==> src/rtl/core/shell_exchange_sort_unit_assert.svh <==
// assertion macros shared by the shell exchange sort rtl
`ifndef SHELL_EXCHANGE_SORT_UNIT_ASSERT_SVH
`define SHELL_EXCHANGE_SORT_UNIT_ASSERT_SVH

// same-cycle implication, checked out of reset
`define SESU_ASSERT_NOW(name, clk, rst_n, ante, cons) \
    name: assert property (@(posedge clk) disable iff (!rst_n) (ante) |-> (cons)) \
        else $error("sesu check failed");

// next-cycle implication, checked out of reset
`define SESU_ASSERT_NXT(name, clk, rst_n, ante, cons) \
    name: assert property (@(posedge clk) disable iff (!rst_n) (ante) |=> (cons)) \
        else $error("sesu check failed");

`endif

==> src/rtl/core/sesu_pkg.sv <==
// shared types, constants and key compare helper for the shell exchange sort
package sesu_pkg;

    localparam int DEPTH_DEF = 64;
    localparam int KEY_W     = 32;
    localparam int TAG_W     = 10;

    // one stored record, key in the low bits
    typedef struct packed {
        logic [TAG_W-1:0] tag;
        logic [KEY_W-1:0] key;
    } rec_t;

    // status from the sort engine to the top level
    typedef struct packed {
        logic busy;
        logic done;
    } sort_sts_t;

    // zero every byte after the first nul byte
    function automatic logic [KEY_W-1:0] string_view(input logic [KEY_W-1:0] k);
        logic [KEY_W-1:0] r;
        begin
            if (k[31:24] == 8'h00)
                r = '0;
            else if (k[23:16] == 8'h00)
                r = {k[31:24], 24'h000000};
            else if (k[15:8] == 8'h00)
                r = {k[31:16], 16'h0000};
            else if (k[7:0] == 8'h00)
                r = {k[31:8], 8'h00};
            else
                r = k;
            return r;
        end
    endfunction

endpackage

==> src/rtl/core/sesu_store.sv <==
// record memory: one write port, two registered read ports
module sesu_store #(
    parameter int DEPTH  = sesu_pkg::DEPTH_DEF,
    parameter int ADDR_W = $clog2(DEPTH)
) (
    input  logic               clk,
    input  logic               we,
    input  logic [ADDR_W-1:0]  waddr,
    input  sesu_pkg::rec_t     wdata,
    input  logic [ADDR_W-1:0]  raddr_a,
    input  logic [ADDR_W-1:0]  raddr_b,
    output sesu_pkg::rec_t     rdata_a,
    output sesu_pkg::rec_t     rdata_b
);

    sesu_pkg::rec_t mem [DEPTH];

    // write port
    always_ff @(posedge clk)
    begin
        if (we)
        begin
            mem[waddr] <= wdata;
        end
    end

    // read ports, registered
    always_ff @(posedge clk)
    begin
        rdata_a <= mem[raddr_a];
        rdata_b <= mem[raddr_b];
    end

endmodule

==> src/rtl/core/sesu_sort.sv <==
// gap-halving exchange sort engine working on the record memory
`include "shell_exchange_sort_unit_assert.svh"

module sesu_sort #(
    parameter int DEPTH  = sesu_pkg::DEPTH_DEF,
    parameter int ADDR_W = $clog2(DEPTH),
    parameter int CNT_W  = $clog2(DEPTH + 1)
) (
    input  logic                 clk,
    input  logic                 rst_n,
    input  logic                 start,
    input  logic [CNT_W-1:0]     count,
    input  sesu_pkg::rec_t       rdata_a,
    input  sesu_pkg::rec_t       rdata_b,
    output logic [ADDR_W-1:0]    raddr_a,
    output logic [ADDR_W-1:0]    raddr_b,
    output logic                 we,
    output logic [ADDR_W-1:0]    waddr,
    output sesu_pkg::rec_t       wdata,
    output sesu_pkg::sort_sts_t  sts
);

    typedef enum logic [2:0] {
        ST_IDLE,
        ST_ROUND,
        ST_RD,
        ST_CMP,
        ST_WR2
    } state_t;

    state_t             state_reg, state_next;
    logic [CNT_W-1:0]   n_reg, n_next;
    logic [CNT_W-1:0]   gap_reg, gap_next;
    logic [ADDR_W-1:0]  i_reg, i_next;
    logic               swapped_reg, swapped_next;
    logic               done_reg, done_next;
    sesu_pkg::rec_t     hold_reg;

    logic [ADDR_W-1:0]  j_idx;
    logic [CNT_W-1:0]   gap_half;
    logic               pass_end;
    logic               greater;

    // partner index and end-of-pass test
    assign j_idx    = i_reg + gap_reg[ADDR_W-1:0];
    assign gap_half = gap_reg >> 1;
    assign pass_end = (CNT_W'(i_reg) + gap_reg + CNT_W'(1)) >= n_reg;
    assign greater  = sesu_pkg::string_view(rdata_a.key) >
                      sesu_pkg::string_view(rdata_b.key);

    // memory port drive
    assign raddr_a = i_reg;
    assign raddr_b = j_idx;
    assign we      = ((state_reg == ST_CMP) && greater) || (state_reg == ST_WR2);
    assign waddr   = (state_reg == ST_WR2) ? j_idx : i_reg;
    assign wdata   = (state_reg == ST_WR2) ? hold_reg : rdata_b;

    assign sts.busy = (state_reg != ST_IDLE);
    assign sts.done = done_reg;

    // sequencer next state
    always_comb
    begin
        state_next   = state_reg;
        n_next       = n_reg;
        gap_next     = gap_reg;
        i_next       = i_reg;
        swapped_next = swapped_reg;
        done_next    = 1'b0;
        case (state_reg)
            ST_IDLE:
            begin
                if (start)
                begin
                    n_next     = count;
                    gap_next   = count;
                    state_next = ST_ROUND;
                end
            end
            ST_ROUND:
            begin
                if (gap_reg == '0)
                begin
                    done_next  = 1'b1;
                    state_next = ST_IDLE;
                end
                else
                begin
                    // a zero gap round changes nothing
                    gap_next     = gap_half;
                    i_next       = '0;
                    swapped_next = 1'b0;
                    state_next   = (gap_half == '0) ? ST_ROUND : ST_RD;
                end
            end
            ST_RD:
            begin
                state_next = ST_CMP;
            end
            ST_CMP:
            begin
                if (greater)
                begin
                    swapped_next = 1'b1;
                    state_next   = ST_WR2;
                end
                else if (!pass_end)
                begin
                    i_next     = i_reg + ADDR_W'(1);
                    state_next = ST_RD;
                end
                else if (swapped_reg)
                begin
                    i_next       = '0;
                    swapped_next = 1'b0;
                    state_next   = ST_RD;
                end
                else
                begin
                    state_next = ST_ROUND;
                end
            end
            ST_WR2:
            begin
                if (!pass_end)
                begin
                    i_next     = i_reg + ADDR_W'(1);
                    state_next = ST_RD;
                end
                else
                begin
                    // pass had a swap, run it again
                    i_next       = '0;
                    swapped_next = 1'b0;
                    state_next   = ST_RD;
                end
            end
            default:
            begin
                state_next = ST_IDLE;
            end
        endcase
    end

    // state and registered outputs
    always_ff @(posedge clk or negedge rst_n)
    begin
        if (!rst_n)
        begin
            state_reg   <= ST_IDLE;
            n_reg       <= '0;
            gap_reg     <= '0;
            i_reg       <= '0;
            swapped_reg <= 1'b0;
            done_reg    <= 1'b0;
        end
        else
        begin
            state_reg   <= state_next;
            n_reg       <= n_next;
            gap_reg     <= gap_next;
            i_reg       <= i_next;
            swapped_reg <= swapped_next;
            done_reg    <= done_next;
        end
    end

    // left record held for the second swap write
    always_ff @(posedge clk)
    begin
        if (state_reg == ST_CMP)
        begin
            hold_reg <= rdata_a;
        end
    end

    // second swap write always follows a compare that swapped
    `SESU_ASSERT_NOW(a_wr2_after_cmp, clk, rst_n, state_reg == ST_WR2, $past(state_reg) == ST_CMP)
    // partner read stays inside the loaded set
    `SESU_ASSERT_NOW(a_partner_in_set, clk, rst_n, state_reg == ST_RD, CNT_W'(j_idx) < n_reg)
    // finishing only happens out of a round with the gap used up
    `SESU_ASSERT_NXT(a_done_gap_zero, clk, rst_n, state_reg == ST_ROUND && gap_reg != '0, !done_reg)

endmodule

==> src/rtl/core/shell_exchange_sort_unit.sv <==
// top level: record loading, sort control and sorted output stream
//
// channel  dir  handshake                 payload
// s_*      in   s_tvalid/s_tready         s_tdata key,tag  s_tlast closes set
// m_*      out  m_tvalid/m_tready         m_tdata key,tag  m_tlast  m_tuser overflow
//
// loading takes one beat per cycle; records past DEPTH are dropped and flagged
// sorting: a compare reads the pair (RD, CMP); a swap needs a second write (WR2)
//   (one memory write port); passes repeat per gap round until a pass makes no swap
// output: memory read, load and handshake per beat, one at a time, plus sink stall
// no input beat is taken from the closing beat until the last result leaves
// reset is asynchronous active low; the record memory needs no clearing
`include "shell_exchange_sort_unit_assert.svh"

module shell_exchange_sort_unit #(
    parameter int DEPTH = sesu_pkg::DEPTH_DEF
) (
    input  logic         clk,
    input  logic         rst_n,
    input  logic         s_tvalid,
    output logic         s_tready,
    input  logic [47:0]  s_tdata,   // [31:0] sort_key, [41:32] record_tag, zero pad
    input  logic         s_tlast,
    output logic         m_tvalid,
    input  logic         m_tready,
    output logic [47:0]  m_tdata,   // [31:0] out_key, [41:32] out_tag, zero pad
    output logic         m_tlast,
    output logic         m_tuser    // [0] overflowed
);

    localparam int ADDR_W = $clog2(DEPTH);
    localparam int CNT_W  = $clog2(DEPTH + 1);

    typedef enum logic [2:0] {
        ST_LOAD,
        ST_SORT,
        ST_EMIT_RD,
        ST_EMIT_LD,
        ST_EMIT_OUT
    } state_t;

    state_t               state_reg, state_next;
    logic [CNT_W-1:0]     count_reg, count_next;
    logic                 ovf_reg, ovf_next;
    logic [CNT_W-1:0]     idx_reg, idx_next;
    logic                 start_reg, start_next;
    logic                 valid_reg, valid_next;
    logic                 last_reg, last_next;
    logic                 user_reg, user_next;
    sesu_pkg::rec_t       out_rec_reg;

    logic                 in_beat;
    logic                 out_beat;
    logic                 room;
    sesu_pkg::rec_t       in_rec;

    logic                 mem_we;
    logic [ADDR_W-1:0]    mem_waddr;
    sesu_pkg::rec_t       mem_wdata;
    logic [ADDR_W-1:0]    mem_raddr_a;
    sesu_pkg::rec_t       rdata_a;
    sesu_pkg::rec_t       rdata_b;

    logic                 srt_we;
    logic [ADDR_W-1:0]    srt_waddr;
    sesu_pkg::rec_t       srt_wdata;
    logic [ADDR_W-1:0]    srt_raddr_a;
    logic [ADDR_W-1:0]    srt_raddr_b;
    sesu_pkg::sort_sts_t  sort_sts;

    // handshakes
    assign s_tready = (state_reg == ST_LOAD);
    assign in_beat  = s_tvalid && s_tready;
    assign out_beat = valid_reg && m_tready;
    assign room     = count_reg < CNT_W'(DEPTH);

    assign in_rec.key = s_tdata[31:0];
    assign in_rec.tag = s_tdata[41:32];

    // memory port sharing between load, sort and output phases
    assign mem_we      = (in_beat && room) || srt_we;
    assign mem_waddr   = (state_reg == ST_SORT) ? srt_waddr : count_reg[ADDR_W-1:0];
    assign mem_wdata   = (state_reg == ST_SORT) ? srt_wdata : in_rec;
    assign mem_raddr_a = (state_reg == ST_SORT) ? srt_raddr_a : idx_reg[ADDR_W-1:0];

    sesu_store #(
        .DEPTH   (DEPTH),
        .ADDR_W  (ADDR_W)
    ) u_store (
        .clk     (clk),
        .we      (mem_we),
        .waddr   (mem_waddr),
        .wdata   (mem_wdata),
        .raddr_a (mem_raddr_a),
        .raddr_b (srt_raddr_b),
        .rdata_a (rdata_a),
        .rdata_b (rdata_b)
    );

    sesu_sort #(
        .DEPTH   (DEPTH),
        .ADDR_W  (ADDR_W),
        .CNT_W   (CNT_W)
    ) u_sort (
        .clk     (clk),
        .rst_n   (rst_n),
        .start   (start_reg),
        .count   (count_reg),
        .rdata_a (rdata_a),
        .rdata_b (rdata_b),
        .raddr_a (srt_raddr_a),
        .raddr_b (srt_raddr_b),
        .we      (srt_we),
        .waddr   (srt_waddr),
        .wdata   (srt_wdata),
        .sts     (sort_sts)
    );

    // output beat
    assign m_tvalid = valid_reg;
    assign m_tdata  = {6'b000000, out_rec_reg.tag, out_rec_reg.key};
    assign m_tlast  = last_reg;
    assign m_tuser  = user_reg;

    // control next state
    always_comb
    begin
        state_next = state_reg;
        count_next = count_reg;
        ovf_next   = ovf_reg;
        idx_next   = idx_reg;
        start_next = 1'b0;
        valid_next = valid_reg;
        last_next  = last_reg;
        user_next  = user_reg;
        case (state_reg)
            ST_LOAD:
            begin
                if (in_beat)
                begin
                    if (room)
                        count_next = count_reg + CNT_W'(1);
                    else
                        ovf_next = 1'b1;
                    if (s_tlast)
                    begin
                        start_next = 1'b1;
                        state_next = ST_SORT;
                    end
                end
            end
            ST_SORT:
            begin
                if (sort_sts.done)
                begin
                    idx_next   = '0;
                    state_next = ST_EMIT_RD;
                end
            end
            ST_EMIT_RD:
            begin
                state_next = ST_EMIT_LD;
            end
            ST_EMIT_LD:
            begin
                valid_next = 1'b1;
                last_next  = (idx_reg + CNT_W'(1)) == count_reg;
                user_next  = ovf_reg;
                state_next = ST_EMIT_OUT;
            end
            ST_EMIT_OUT:
            begin
                if (out_beat)
                begin
                    valid_next = 1'b0;
                    if (last_reg)
                    begin
                        count_next = '0;
                        ovf_next   = 1'b0;
                        state_next = ST_LOAD;
                    end
                    else
                    begin
                        idx_next   = idx_reg + CNT_W'(1);
                        state_next = ST_EMIT_RD;
                    end
                end
            end
            default:
            begin
                state_next = ST_LOAD;
            end
        endcase
    end

    // state and registered outputs
    always_ff @(posedge clk or negedge rst_n)
    begin
        if (!rst_n)
        begin
            state_reg <= ST_LOAD;
            count_reg <= '0;
            ovf_reg   <= 1'b0;
            idx_reg   <= '0;
            start_reg <= 1'b0;
            valid_reg <= 1'b0;
            last_reg  <= 1'b0;
            user_reg  <= 1'b0;
        end
        else
        begin
            state_reg <= state_next;
            count_reg <= count_next;
            ovf_reg   <= ovf_next;
            idx_reg   <= idx_next;
            start_reg <= start_next;
            valid_reg <= valid_next;
            last_reg  <= last_next;
            user_reg  <= user_next;
        end
    end

    // output record payload
    always_ff @(posedge clk)
    begin
        if (state_reg == ST_EMIT_LD)
        begin
            out_rec_reg <= rdata_a;
        end
    end

    // stored record count never passes capacity
    `SESU_ASSERT_NOW(a_count_cap, clk, rst_n, 1'b1, count_reg <= CNT_W'(DEPTH))
    // sort engine is quiet while records load
    `SESU_ASSERT_NOW(a_idle_on_load, clk, rst_n, state_reg == ST_LOAD, !sort_sts.busy)
    // sort completion moves straight into output
    `SESU_ASSERT_NXT(a_done_to_emit, clk, rst_n, sort_sts.done, state_reg == ST_EMIT_RD)

endmodule

==> config.mk <==
export PLATFORM = sky130hd
export DESIGN_NAME = shell_exchange_sort_unit
export DESIGN_NICKNAME = d
export VERILOG_FILES = /design/src/rtl/core/sesu_pkg.sv /design/src/rtl/core/sesu_store.sv /design/src/rtl/core/sesu_sort.sv /design/src/rtl/core/shell_exchange_sort_unit.sv
export VERILOG_INCLUDE_DIRS = /design/src /design/src/rtl/core
export SDC_FILE = /design/constraint.sdc
export NUM_CORES = 2
export LEC_CHECK = 0
export BUFFER_PORTS_ARGS = -buffer_cell sky130_fd_sc_hd__buf_2
export CORE_ASPECT_RATIO = 1.1
export CORE_UTILIZATION = 69
export CTS_CLUSTER_DIAMETER = 120
export DETAILED_ROUTE_END_ITERATION = 10
export PLACE_DENSITY = 0.94
export SYNTH_ARGS = -nofsm -noshare
export SYNTH_HDL_FRONTEND = slang
export SYNTH_SLANG_ARGS = --single-unit
==> constraint.sdc <==
create_clock -name clk -period 9.8 [get_ports clk]
set_clock_uncertainty 0.2 [all_clocks]
set_input_delay 1.96 -clock clk [delete_from_list [all_inputs] [get_ports clk]]
set_output_delay 1.96 -clock clk [all_outputs]
set_load 0.005 [all_outputs]
==> impl_metrics.json, run 1 <==
{
  "dieHeight_um": 467.1,
  "synth.largest_area_cell": "edfxtp_1",
  "yosysSeqAreaShare": 0.6346,
  "root_buffer": "clkbuf_16",
  "grt_use_total": 0.8021,
  "ys_async_sr_fraction": 0.01619,
  "yosysWarnings": 0,
  "synth.distinct_cells": 76,
  "stop_stage": "global routing",
  "antenna_found_initial": 129,
  "yosys-top-cells-area": "edfxtp_1 61%, mux4_2 15%, nand2_1 5.6%",
  "synthFlopType": "edfxtp_1",
  "grt_max_degree": 142,
  "outcome": "aborted with a tool error",
  "syn_area_um2": 135700,
  "syn_avg_cell_area_um2": 14.61,
  "yosysMostFrequentCell": "edfxtp_1",
  "htree_num_levels": 5,
  "ios": 105,
  "cts_buffers": 286,
  "post-cts-setup-buffers": 0,
  "start_util": 0.6949,
  "postCtsResizedCells": 0,
  "cts_buffer_depth": 4,
  "numClockSinks": 2903,
  "stop_error": "[ERROR GRT-0232] Routing congestion too high. Check the congestion heatmap in the GUI.",
  "gp_congestion": 0.9823,
  "grt_overflow_total": 207,
  "std_cell_rows": 170,
  "synth_top_cell_area_share": 0.6135,
  "dp_hpwl_mm": 289.3,
  "io_buffer_count": 92,
  "synth_edf_count": 2772,
  "die_w_um": 424.8,
  "synth_common_cells": "2772 x edfxtp_1, 2021 x nand2_1, 930 x mux4_2, 711 x nand3_1, 390 x clkbuf_1",
  "ys_ff_latch": 2903,
  "hold_buffers": 0,
  "syn_inst": 9286
}
[per-layer routing]
layer  global-route usage  overflow
met2               0.8965        68
met5               0.6841         4
met3               0.7753        31
met1               0.7571        24
met4               0.7673        80
[cell families after synthesis]
group | count (synthesis) | share of synthesized area
AND/OR/NAND/NOR | 3243 | 0.1033
flip-flops | 2903 | 0.6346
multiplexers | 1251 | 0.1781
AO/OA/AOI/OAI | 986 | 0.05188
buffers and inverters | 824 | 0.02556
adder cells (fa/ha/maj) | 51 | 0.004814
XOR/XNOR | 27 | 0.001743
other | 1 | 0.00002764
[metrics by stage]
stage	setup slack, ps	std cells	cell area [um^2]	util
2_1_floorplan	4035	9291	135700	-
3_3_place_gp	3533	11490	139900	0.7164
3_5_place_dp	3419	11490	139900	0.7164
4_1_cts	3288	11970	148800	0.7619
==> inputs of run 2 (changes only) <==
--- a/config.mk
+++ b/config.mk
@@ -7,11 +7,9 @@
 export NUM_CORES = 2
 export LEC_CHECK = 0
 export BUFFER_PORTS_ARGS = -buffer_cell sky130_fd_sc_hd__buf_2
-export CORE_ASPECT_RATIO = 1.1
-export CORE_UTILIZATION = 69
-export CTS_CLUSTER_DIAMETER = 120
+export CORE_UTILIZATION = 40
 export DETAILED_ROUTE_END_ITERATION = 10
-export PLACE_DENSITY = 0.94
+export PLACE_DENSITY_LB_ADDON = 0.15
 export SYNTH_ARGS = -nofsm -noshare
 export SYNTH_HDL_FRONTEND = slang
 export SYNTH_SLANG_ARGS = --single-unit
==> impl_metrics.json, run 2 <==
{
  "outcome": "complete, but fails checks",
  "violations": "capacitance limit, slew limit",
  "synth_top_family_by_area": "multiplexers",
  "gp_congestion": 0.8846,
  "endpoint_kind": "flip-flop",
  "cap_violations": 1,
  "muxShareOfSynthArea": 0.1781,
  "grt_pass1_wl_mm": 757.2,
  "synth.largest_area_cell": "edfxtp_1",
  "final_net_count": 9415,
  "reg2reg_slack_ps": 2920,
  "worstSkewPairLatency_ps": 970,
  "final_max_slew_viol_count": 7,
  "setup_violations": 0,
  "largest_register_ffs": 2688,
  "yosysWarnings": 0,
  "postCtsResizedCells": 0,
  "post-cts-setup-buffers": 0,
  "area_growth_pct": 12.90,
  "antenna_found_initial": 66,
  "dp_hpwl_mm": 332.1,
  "yosysSeqAreaShare": 0.6346,
  "first_pass_iters": 7,
  "fin_crit_sh": 0.7016,
  "fmax_mhz": 145.4,
  "cp_max_fo": 27,
  "slew_headroom": -0.07702,
  "period_needed_ps": 6875,
  "start_util": 0.4025,
  "leakage_nw": 49.31,
  "ys_ff_latch": 2903,
  "layout-drive-gt1-share": 0.2071,
  "cts_buffer_depth": 4,
  "synth.distinct_cells": 76,
  "first_iter_violations": 16610,
  "synthFlopType": "edfxtp_1",
  "yosysMostFrequentCell": "edfxtp_1",
  "synth_top_cell_area_share": 0.6135,
  "fin_area_um2": 153200,
  "synth_edf_count": 2772,
  "ios": 105,
  "instances_no_fill": 14110,
  "grt_max_degree": 118,
  "fillers": 29360,
  "synth_common_cells": "2772 x edfxtp_1, 2021 x nand2_1, 930 x mux4_2, 711 x nand3_1, 390 x clkbuf_1",
  "hold_path.class": "flip-flop to flip-flop",
  "numClockSinks": 2903,
  "layout_common_cells": "2772 x edfxtp_1, 2019 x nand2_1, 930 x mux4_2",
  "synth-adder-area-share": 0.004814,
  "grt_use_total": 0.3224,
  "wl_per_cell_um": 39.70,
  "crit_required_ps": 10150,
  "syn_area_um2": 135700,
  "via_count": 94030,
  "yosys.area_share.simple": 0.1033,
  "die_w_um": 584.4,
  "p_per_area_nw_per_um2": 318.1,
  "std_cell_rows": 213,
  "grt_pass1_vias": 89050,
  "grt_overflow_total": 0,
  "syn_inst": 9286,
  "drc": 0,
  "hold_buffers": 0,
  "root_buffer": "clkbuf_16",
  "path_clk_slew_ps": 60,
  "utilization": 0.4544,
  "synth_xor_area_frac": 0.001743,
  "dpl-instance-area_um2": 143000,
  "fp.dieArea_um2": 341500,
  "drt-total-wl_mm": 560.2,
  "cts_buffers": 319,
  "yosys-top-cells-area": "edfxtp_1 61%, mux4_2 15%, nand2_1 5.6%",
  "htree_num_levels": 5,
  "syn_avg_cell_area_um2": 14.61,
  "synth-compound-area-share": 0.05188,
  "vdd_drop_max_uv": 271.3,
  "rsz0062_at_grt": "false",
  "hold_violations": 0,
  "ant_nets": 0,
  "regMostFlops": "u_store.mem",
  "core_um2": 337100,
  "cts_tree": "built",
  "ys_async_sr_fraction": 0.01619,
  "cp-start-kind": "flip-flop",
  "io_buffer_count": 92,
  "fin_setup_tns_ps": 0,
  "via_per_inst": 6.664,
  "placedCellCount": 13510,
  "final_common_cell": "edfxtp_1",
  "path_class": "flip-flop to flip-flop",
  "arrival_ps": 7230,
  "dieHeight_um": 584.4,
  "worst_slew_pin_slew_ps": 1608
}
run 2: final timing paths:
kind / from / end / cells after the start
min in group asynchronous: rst_n / u_sort.raddr_a[4]$_DFFE_PN0P_ / 2
max in group asynchronous: rst_n / idx_reg[0]$_DFFE_PN0P_ / 2
hold / removal: u_store.rdata_a[32]$_DFF_P_ / u_sort.hold_reg[32]$_DFFE_PN_ / 0
setup / recovery: u_store.rdata_a[24]$_DFF_P_ / u_store.mem[50][15]$_DFFE_PP_ / 16
setup reg to reg: u_store.rdata_a[24]$_DFF_P_ / u_store.mem[50][15]$_DFFE_PP_ / 16
hold reg to reg: u_store.rdata_a[32]$_DFF_P_ / u_sort.hold_reg[32]$_DFFE_PN_ / 0
run 2: routing by layer:
metal | share of wire | GRT usage
met5 | 0.00049 | 0
met4 | 0.052 | 0.1443
met3 | 0.14 | 0.09639
met2 | 0.44 | 0.4752
met1 | 0.38 | 0.4403
run 2: layout make-up:
| class | instances | area [um^2] | share of cell area |
|---|---|---|---|
| clock buffers | 399 | 8668 | 0.05658 |
| well taps | 4515 | 5649 | 0.03688 |
| flip-flops and latches | 2903 | 86100 | 0.5621 |
| repair buffers | 426 | 3431 | 0.02240 |
| multi-input cells | 5564 | 47460 | 0.3098 |
| clock inverters | 176 | 1446 | 0.009442 |
| diodes | 30 | 75.07 | 0.0004901 |
| inverters | 97 | 364.1 | 0.002377 |
run 2: critical path, cell delays in order, from the launching register on:
cell	delay (ps)
dfxtp_1	480
nor4_1	130
nand2_1	230
a21boi_0	220
buf_4	190
a21boi_0	680
and2_1	230
ha_1	140
nand4_1	110
or4_1	450
a21oi_1	210
o31ai_1	140
a21oi_1	510
o211ai_1	200
buf_4	320
nor2_4	970
buf_4	900
run 2: logic make-up (layout without fill, tap and decap cells):
group                    after synthesis  count (layout)
AND/OR/NAND/NOR                     3243            3243
flip-flops                          2903            2903
multiplexers                        1251            1251
AO/OA/AOI/OAI                        986             986
buffers and inverters                824            1098
adder cells (fa/ha/maj)               51              51
XOR/XNOR                              27              27
other                                  1              36
run 2: metrics by stage:
stage	power (W)	worst slack [ps]	hold slack [ps]
after CTS	0.04840	3054	251.1
after global routing	0.05003	2743	255.5
after floorplan	0.02901	4035	203.7
final	0.04873	2925	247.5
after detailed placement	0.03656	3105	235.8
after global placement	0.03638	3205	244.8
run 2: report_power, final:
| group | internal, W | switching [W] | total (W) |
|---|---|---|---|
| logic | 0.00630 | 0.0130 | 0.0193 |
| clock network | 0.00681 | 0.00518 | 0.0120 |
| registers | 0.0169 | 0.000486 | 0.0174 |
| total | 0.0300 | 0.0187 | 0.0487 |
(Power assumes the default switching activity.)
